### src/hdl/char_lcd_controller_write_defines.svh
// assertion macros for the character lcd controller
`ifndef CHAR_LCD_CONTROLLER_WRITE_DEFINES_SVH
`define CHAR_LCD_CONTROLLER_WRITE_DEFINES_SVH

// same-cycle implication, checked on clk with rst masking
`define CLW_ASSERT_NOW(name, ante, cons) \
  name: assert property (@(posedge clk) disable iff (rst) (ante) |-> (cons)) \
    else $error("char lcd controller check failed");

// next-cycle implication, checked on clk with rst masking
`define CLW_ASSERT_NEXT(name, ante, cons) \
  name: assert property (@(posedge clk) disable iff (rst) (ante) |=> (cons)) \
    else $error("char lcd controller check failed");

`endif

### src/hdl/clcdw_pkg.sv
// types, sizes and command codes of the character lcd controller
package clcdw_pkg;

  // store sizes
  localparam int DISPLAY_CELLS = 80;
  localparam int LINE_CELLS    = 40;
  localparam int GLYPH_ROWS    = 64;
  localparam int DISP_AW       = $clog2(DISPLAY_CELLS);

  localparam logic [7:0] DISP_LIMIT = 8'(DISPLAY_CELLS);
  localparam logic [7:0] LINE_OFS   = 8'(LINE_CELLS);
  localparam logic [7:0] SPACE_CHAR = 8'h20;

  // item modes
  localparam logic [1:0] MODE_CMD      = 2'd0;
  localparam logic [1:0] MODE_DATA     = 2'd1;
  localparam logic [1:0] MODE_RD_DISP  = 2'd2;
  localparam logic [1:0] MODE_RD_GLYPH = 2'd3;

  // bit positions in the mode flags
  localparam int FL_BLINK   = 0;
  localparam int FL_CURSOR  = 1;
  localparam int FL_DISPLAY = 2;
  localparam int FL_FONT    = 3;
  localparam int FL_TWOLINE = 4;
  localparam int FL_WIDE    = 5;
  localparam int FL_SHIFT   = 6;
  localparam int FL_INC     = 7;

  // command patterns and masks
  localparam logic [7:0] CMD_FUNC_MASK   = 8'he0;
  localparam logic [7:0] CMD_FUNC        = 8'h20;
  localparam logic [7:0] CMD_DISP_MASK   = 8'hf8;
  localparam logic [7:0] CMD_DISP        = 8'h08;
  localparam logic [7:0] CMD_CLEAR       = 8'h01;
  localparam logic [7:0] CMD_HOME_MASK   = 8'hfe;
  localparam logic [7:0] CMD_HOME        = 8'h02;
  localparam logic [7:0] CMD_ENTRY_MASK  = 8'hfc;
  localparam logic [7:0] CMD_ENTRY       = 8'h04;
  localparam logic [7:0] CMD_CGADDR_MASK = 8'hc0;
  localparam logic [7:0] CMD_CGADDR      = 8'h40;
  localparam logic [7:0] CMD_DDADDR_MASK = 8'h80;
  localparam logic [7:0] CMD_DDADDR      = 8'h80;

  typedef struct packed {
    logic [1:0] mode;
    logic [7:0] data;
    logic [6:0] read_index;
  } lcd_req_t;

  typedef struct packed {
    logic [7:0] read_data;
    logic [6:0] ddram_addr;
    logic [5:0] cgram_addr;
    logic       data_to_display;
    logic       display_on;
    logic       cursor_on;
    logic       blink_on;
    logic       two_line;
    logic       increment_mode;
    logic       shift_on;
    logic       wide_bus;
    logic       tall_font;
  } lcd_rsp_t;

endpackage

### src/hdl/char_lcd_controller_write.sv
// character lcd controller: command, data and read port over two storage rams
// the result passes the registered ram read and then the output register
// a new item is taken only once the previous result has been taken, as the block
//   steps through its read and hold states with a single output register
// reset: addresses, flags and target clear; per-entry valid bits clear so the
//   display store reads as spaces and the glyph store as zero, with no sweep
`include "char_lcd_controller_write_defines.svh"

module char_lcd_controller_write import clcdw_pkg::*; (
  input  logic     clk,
  input  logic     rst,
  input  logic     req_valid,
  output logic     req_ready,
  input  lcd_req_t req,
  output logic     rsp_valid,
  input  logic     rsp_ready,
  output lcd_rsp_t rsp
);

  typedef enum logic [1:0] {S_IDLE, S_READ, S_HOLD} state_t;

  state_t state;

  // status registers
  logic [6:0] disp_addr, disp_addr_next;
  logic [5:0] glyph_addr, glyph_addr_next;
  logic       target, target_next;
  logic [7:0] flags, flags_next;

  // storage and per-entry valid bits
  logic [7:0]               disp_mem [DISPLAY_CELLS];
  logic [4:0]               glyph_mem [GLYPH_ROWS];
  logic [DISPLAY_CELLS-1:0] disp_vld;
  logic [GLYPH_ROWS-1:0]    glyph_vld;

  // write controls
  logic               accept;
  logic               up;
  logic               clear_all;
  logic               disp_we;
  logic               glyph_we;
  logic [7:0]         col;
  logic [7:0]         cell_pos;
  logic [7:0]         cell_sel;
  logic               cell_ok;
  logic [DISP_AW-1:0] disp_wa;

  // registered read side
  logic [7:0] disp_rd;
  logic [4:0] glyph_rd;
  logic       disp_vld_rd;
  logic       glyph_vld_rd;
  logic [1:0] rd_mode;
  logic       rd_ok;
  lcd_rsp_t   rsp_next;

  assign accept    = req_valid && req_ready;
  assign req_ready = (state == S_IDLE);
  assign up        = flags[FL_INC];

  // display cell for a data write at the current address
  always_comb begin
    col      = {2'b00, disp_addr[5:0]};
    cell_pos = col + (disp_addr[6] ? LINE_OFS : 8'd0);
    if (flags[FL_TWOLINE]) begin
      cell_sel = cell_pos;
      cell_ok  = (col < LINE_OFS) && (cell_pos < DISP_LIMIT);
    end else begin
      cell_sel = {1'b0, disp_addr};
      cell_ok  = ({1'b0, disp_addr} < DISP_LIMIT);
    end
    disp_wa  = cell_sel[DISP_AW-1:0];
  end

  // command decode and data write update
  always_comb begin
    disp_addr_next  = disp_addr;
    glyph_addr_next = glyph_addr;
    target_next     = target;
    flags_next      = flags;
    clear_all       = 1'b0;
    disp_we         = 1'b0;
    glyph_we        = 1'b0;
    if (accept) begin
      case (req.mode)
        MODE_CMD: begin
          if ((req.data & CMD_FUNC_MASK) == CMD_FUNC) begin
            flags_next[FL_WIDE]    = req.data[4];
            flags_next[FL_TWOLINE] = req.data[3];
            flags_next[FL_FONT]    = req.data[2];
          end else if ((req.data & CMD_DISP_MASK) == CMD_DISP) begin
            flags_next[FL_DISPLAY] = req.data[2];
            flags_next[FL_CURSOR]  = req.data[1];
            flags_next[FL_BLINK]   = req.data[0];
          end else if (req.data == CMD_CLEAR) begin
            disp_addr_next     = 7'd0;
            flags_next[FL_INC] = 1'b1;
            clear_all          = 1'b1;
          end else if ((req.data & CMD_HOME_MASK) == CMD_HOME) begin
            disp_addr_next = 7'd0;
          end else if ((req.data & CMD_ENTRY_MASK) == CMD_ENTRY) begin
            flags_next[FL_INC]   = req.data[1];
            flags_next[FL_SHIFT] = req.data[0];
          end else if ((req.data & CMD_CGADDR_MASK) == CMD_CGADDR) begin
            glyph_addr_next = req.data[5:0];
            target_next     = 1'b0;
          end else if ((req.data & CMD_DDADDR_MASK) == CMD_DDADDR) begin
            disp_addr_next = req.data[6:0];
            target_next    = 1'b1;
          end
        end
        MODE_DATA: begin
          if (!target) begin
            glyph_we        = 1'b1;
            glyph_addr_next = up ? glyph_addr + 6'd1 : glyph_addr - 6'd1;
          end else begin
            disp_we        = cell_ok;
            disp_addr_next = up ? disp_addr + 7'd1 : disp_addr - 7'd1;
          end
        end
        default: ;
      endcase
    end
  end

  // status registers
  always_ff @(posedge clk) begin
    if (rst) begin
      disp_addr  <= 7'd0;
      glyph_addr <= 6'd0;
      target     <= 1'b0;
      flags      <= 8'd0;
    end else begin
      disp_addr  <= disp_addr_next;
      glyph_addr <= glyph_addr_next;
      target     <= target_next;
      flags      <= flags_next;
    end
  end

  // valid bits: a clear command empties the display store at once
  always_ff @(posedge clk) begin
    if (rst) begin
      disp_vld  <= '0;
      glyph_vld <= '0;
    end else begin
      if (clear_all) begin
        disp_vld <= '0;
      end else if (disp_we) begin
        disp_vld[disp_wa] <= 1'b1;
      end
      if (glyph_we) begin
        glyph_vld[glyph_addr] <= 1'b1;
      end
    end
  end

  // display ram
  always_ff @(posedge clk) begin
    if (disp_we) begin
      disp_mem[disp_wa] <= req.data;
    end
    if (accept) begin
      disp_rd <= disp_mem[req.read_index[DISP_AW-1:0]];
    end
  end

  // glyph ram
  always_ff @(posedge clk) begin
    if (glyph_we) begin
      glyph_mem[glyph_addr] <= req.data[4:0];
    end
    if (accept) begin
      glyph_rd <= glyph_mem[req.read_index[5:0]];
    end
  end

  // read qualifiers captured with the ram read
  always_ff @(posedge clk) begin
    if (accept) begin
      rd_mode      <= req.mode;
      disp_vld_rd  <= disp_vld[req.read_index[DISP_AW-1:0]];
      glyph_vld_rd <= glyph_vld[req.read_index[5:0]];
      if (req.mode == MODE_RD_DISP) begin
        rd_ok <= ({1'b0, req.read_index} < DISP_LIMIT);
      end else begin
        rd_ok <= !req.read_index[6];
      end
    end
  end

  // result assembly
  always_comb begin
    rsp_next.read_data = 8'd0;
    if (rd_ok && (rd_mode == MODE_RD_DISP)) begin
      rsp_next.read_data = disp_vld_rd ? disp_rd : SPACE_CHAR;
    end else if (rd_ok && (rd_mode == MODE_RD_GLYPH)) begin
      rsp_next.read_data = {3'b000, (glyph_vld_rd ? glyph_rd : 5'd0)};
    end
    rsp_next.ddram_addr      = disp_addr;
    rsp_next.cgram_addr      = glyph_addr;
    rsp_next.data_to_display = target;
    rsp_next.display_on      = flags[FL_DISPLAY];
    rsp_next.cursor_on       = flags[FL_CURSOR];
    rsp_next.blink_on        = flags[FL_BLINK];
    rsp_next.two_line        = flags[FL_TWOLINE];
    rsp_next.increment_mode  = flags[FL_INC];
    rsp_next.shift_on        = flags[FL_SHIFT];
    rsp_next.wide_bus        = flags[FL_WIDE];
    rsp_next.tall_font       = flags[FL_FONT];
  end

  // item sequencing and output register
  always_ff @(posedge clk) begin
    if (rst) begin
      state     <= S_IDLE;
      rsp_valid <= 1'b0;
    end else begin
      unique case (state)
        S_IDLE: begin
          if (accept) begin
            state <= S_READ;
          end
        end
        S_READ: begin
          rsp       <= rsp_next;
          rsp_valid <= 1'b1;
          state     <= S_HOLD;
        end
        S_HOLD: begin
          if (rsp_ready) begin
            rsp_valid <= 1'b0;
            state     <= S_IDLE;
          end
        end
        default: begin
          state <= S_IDLE;
        end
      endcase
    end
  end

  // checks
  `CLW_ASSERT_NOW(a_one_item, rsp_valid, !req_ready)
  `CLW_ASSERT_NEXT(a_accept_busy, accept, !req_ready && !rsp_valid)
  `CLW_ASSERT_NEXT(a_clear_home, clear_all, (disp_addr == 7'd0) && flags[FL_INC] && (disp_vld == '0))
  `CLW_ASSERT_NEXT(a_read_keeps, accept && req.mode[1], $stable(disp_addr) && $stable(glyph_addr) && $stable(flags) && $stable(target))

endmodule
### config.mk
export PLATFORM = sky130hd
export DESIGN_NAME = char_lcd_controller_write
export DESIGN_NICKNAME = d
export VERILOG_FILES = /design/src/hdl/clcdw_pkg.sv /design/src/hdl/char_lcd_controller_write.sv
export VERILOG_INCLUDE_DIRS = /design/src /design/src/hdl
export SDC_FILE = /design/constraint.sdc
export NUM_CORES = 1
export LEC_CHECK = 0
export ABC_CLOCK_PERIOD_IN_PS = 3400
export BUFFER_PORTS_ARGS = -buffer_cell sky130_fd_sc_hd__buf_2
export CAP_MARGIN = 5
export CORE_ASPECT_RATIO = 0.6
export CORE_MARGIN = 1.5
export CORE_UTILIZATION = 60
export DETAILED_ROUTE_END_ITERATION = 7
export GPL_TIMING_DRIVEN = 0
export PLACE_DENSITY = 0.76
export SYNTH_ARGS = -nofsm -noshare
export SYNTH_HDL_FRONTEND = slang
export SYNTH_SLANG_ARGS = --single-unit
### constraint.sdc
create_clock -name clk -period 3.4 [get_ports clk]
set_input_delay 0.34 -clock clk [delete_from_list [all_inputs] [get_ports clk]]
set_output_delay 0.34 -clock clk [all_outputs]
set_load 0.005 [all_outputs]
==> metrics <==
wire length per cell=34.0 um; M1 wire length=50700 um; Max VDD drop=0.476 mV; Max Fclk=0.277 GHz; Synth Warn #=0; largest area contributor in the netlist=edfxtp_1; final worst slack=-206 ps; fin util=69.1%; clk_lat worst skew=710 ps; Setup Crit Path Kind=in -> reg; RSZ-0062 raised after global routing=true; Synth Net Count=2607; Setup crit end kind=flip-flop; synth unique cells=71; clock skew=25.4 ps; startpoint types=input pin; FF-to-FF End=disp_mem[42][5]; initial antenna violation count=5; worst min path class=in -> reg; chip width=362 um; DPL Wire Length=89600 um; Post-DRT Antenna Nets=0; nets=2811; Critical Path RT=3970 ps; Initial Util=61.0%; min cycle time layout=3610 ps; Setup crit start=req[3]; Synth async-reset ratio=0%; starting DRC count in detailed routing=4732; CTS Root Cell=clkbuf_16; CTS max path bufs=3; failing checks=capacitance limit, setup timing; synth top area cells=edfxtp_1 65%, mux4_2 13%, dfxtp_1 7.3%, nor2_1 2.0%, mux2i_1 1.4%; total grt overflow=0; hold slack=59.2 ps; Worst-path clk slew=60 ps; Layout area overhead=13.3%; Max-slew headroom=1.05%; all-layer global routing usage=33.8%; Max Cap Violations=1; WL final=131000 um; Seq cells post-synth=1177; fin cells=3866; placed insts=3655; Max Slew Vio Count=0; final setup violation count=100; crit path DAT=4170 ps; Core Region=0.0760 sq mm; met2 routed WL=53000 um; Placer Congestion=1.02; Hold Fails Final Rpt=0; Vias/cell=7.00; post-synth top area share=65.2%; reg-to-reg setup timing slack=-130 ps; pwr dens=556 mW/mm^2; Worst Tran Pin Value=1480 ps; CP max FO=10; Rows=78; pin count of the biggest net entering global routing=123; cell count after synthesis=2571; met3 WL=24000 um; drt drc=0; dpl ws=-709 ps; Cell Area, Synth=0.0464 sq mm; share of layout cells above drive strength 1=25.7%; die area=0.0791 sq mm; Mean Syn Cell Area=18.1 sq um; Post-synth EDFFs=1008; Critical Path Sink=glyph_rd[1]; first-pass GRT wire length=185000 um; vias in the first global route=25921; # IOs=53; static leakage=16.8 nW; period utilisation layout=106%; placed inst area=0.0485 sq mm; post-synthesis sequential area ratio=72.5%; top_reg_cell synth=edfxtp_1; Final Cell Area=0.0526 sq mm; drt pass-1 iters=8; top sig layer=met5; CTS sink cnt=1177; status=finished with violations; # port buffers=46; H-tree Lvls=3; DIE HEIGHT=218 um; CTS tree=built; reg-to-reg startpoint=disp_addr[5]; TritonCTS buffer count=101; Reg2Reg Depth=6; DR vias=27075
per-stage QoR:
stage / power, W / TNS [ps]
floorplan: 0.0169 / 0
detailed placement: 0.0177 / -122970
global placement: 0.0176 / -271340
finish: 0.0292 / -7150
global route: 0.0298 / -21350
CTS: 0.0292 / -8960
cell usage in the layout, fill, tap and decap left out, types with 9 or more instances in the layout:
master,Yosys,layout
nor3_1,68,16
inv_1,9,9
o21ai_0,31,31
nor2b_1,48,47
clkinv_1,0,20
nor2_1,248,231
buf_2,49,103
buf_4,17,49
mux2_2,23,23
o22ai_1,12,12
nand2_1,76,76
o31ai_1,13,13
dfxtp_1,169,169
clkinv_2,0,13
clkbuf_8,0,13
mux2i_1,67,67
nand3_1,21,18
bufinv_16,0,9
a22oi_1,39,39
a211oi_1,28,28
ha_1,13,13
mux4_2,259,259
clkbuf_16,0,101
edfxtp_1,1008,1008
clkbuf_2,0,9
clkbuf_1,57,70
nor2_4,0,9
buf_6,9,15
nand2b_1,16,16
a21oi_1,29,29
o21a_1,65,65
nor3_2,5,27
buf_1,17,9
nor3_4,0,30
kinds of logic after synthesis:
kind of cell / count (synthesis) / synth area share, %
DFF: 1177 / 72.5
adders and majority gates: 15 / 0.437
xor gates and xnor gates: 9 / 0.170
buffers and inverters: 162 / 1.77
and+or+nand+nor: 561 / 5.81
muxes: 349 / 14.6
AOI/OAI and AO/OA: 298 / 4.72
what timing repair did:
| action | CTS | global route |
|---|---|---|
| setup buffers | 8 | 5 |
| resized for setup | 85 | 61 |
| endpoints found under the hold margin | 17 | 0 |
| hold buffers | 3 | 0 |
| pin swaps | 3 | 1 |
| endpoints found under the setup margin | 567 | 453 |
synth_stat cells (8+ instances only):
cell	count
edfxtp_1	1008
buf_1	17
buf_2	49
nand4_1	8
nand3_1	21
o22ai_1	12
nor4_1	16
mux2_2	23
o31ai_1	13
o21ai_0	31
ha_1	13
o21a_1	65
buf_6	9
a22oi_1	39
o21ba_2	8
nand3b_1	8
nand2_1	76
mux2i_1	67
clkbuf_1	57
nor3_1	68
mux4_2	259
buf_4	17
a211oi_1	28
dfxtp_1	169
inv_1	9
a21oi_1	29
nor2_1	248
nand2b_1	16
nor2b_1	48
a221oi_1	8
layout make-up:
type | count | area [sq um]
sequential | 1177 | 33700
fill | 4679 | 23500
multi-input combinational | 1232 | 12600
clock buffer | 138 | 2800
tap | 1000 | 1250
timing repair buffer | 102 | 843
buffer | 150 | 816
clock inverter | 54 | 559
inverter | 11 | 41.3
antenna | 2 | 5.00
worst min-delay path by stage:
stage               startpoint         end  slack [ps]  depth (start not counted)
global placement      flags[6]      rsp[2]         420                          0
floorplan             flags[3]      rsp[0]         410                          0
detailed placement    flags[6]      rsp[2]         420                          0
finish                 req[15]  rd_mode[0]          60                          1
global route           req[15]  rd_mode[0]          30                          1
CTS                    req[15]  rd_mode[0]          20                          1
critical path, cell delays in order:
cell	delay (ps)
clkbuf_1	570
buf_2	530
buf_2	510
clkdlybuf4s15_1	900
nor2_1	360
a32oi_1	600
o211ai_1	180
nand2_1	130
per-layer routing:
layer  vias to the layer above  global-route usage, %
li1                      10759                      -
met1                     13875                   50.1
met2                      2162                   44.4
met3                       271                   16.9
met4                         8                   8.38
met5                         -                      0
registers in the layout, indices dropped and copies added, names as in the netlist:
name and count:
disp_rd 8, glyph_vld 64, disp_addr 7, glyph_addr 6, rsp 30, disp_vld 80, flags 8, rd_mode 2
glyph_rd 5, glyph_mem 320, rd_ok 1, state 2, glyph_vld_rd 1, target 1, disp_mem 640, disp_vld_rd 1
rsp_valid 1
report_power, final:
group | total [W] | switching [W] | internal, W
clock network | 0.0118 | 0.00529 | 0.00648
registers | 0.0157 | 0.0000347 | 0.0157
logic | 0.00173 | 0.00118 | 0.000545
(Power assumes the default switching activity.)
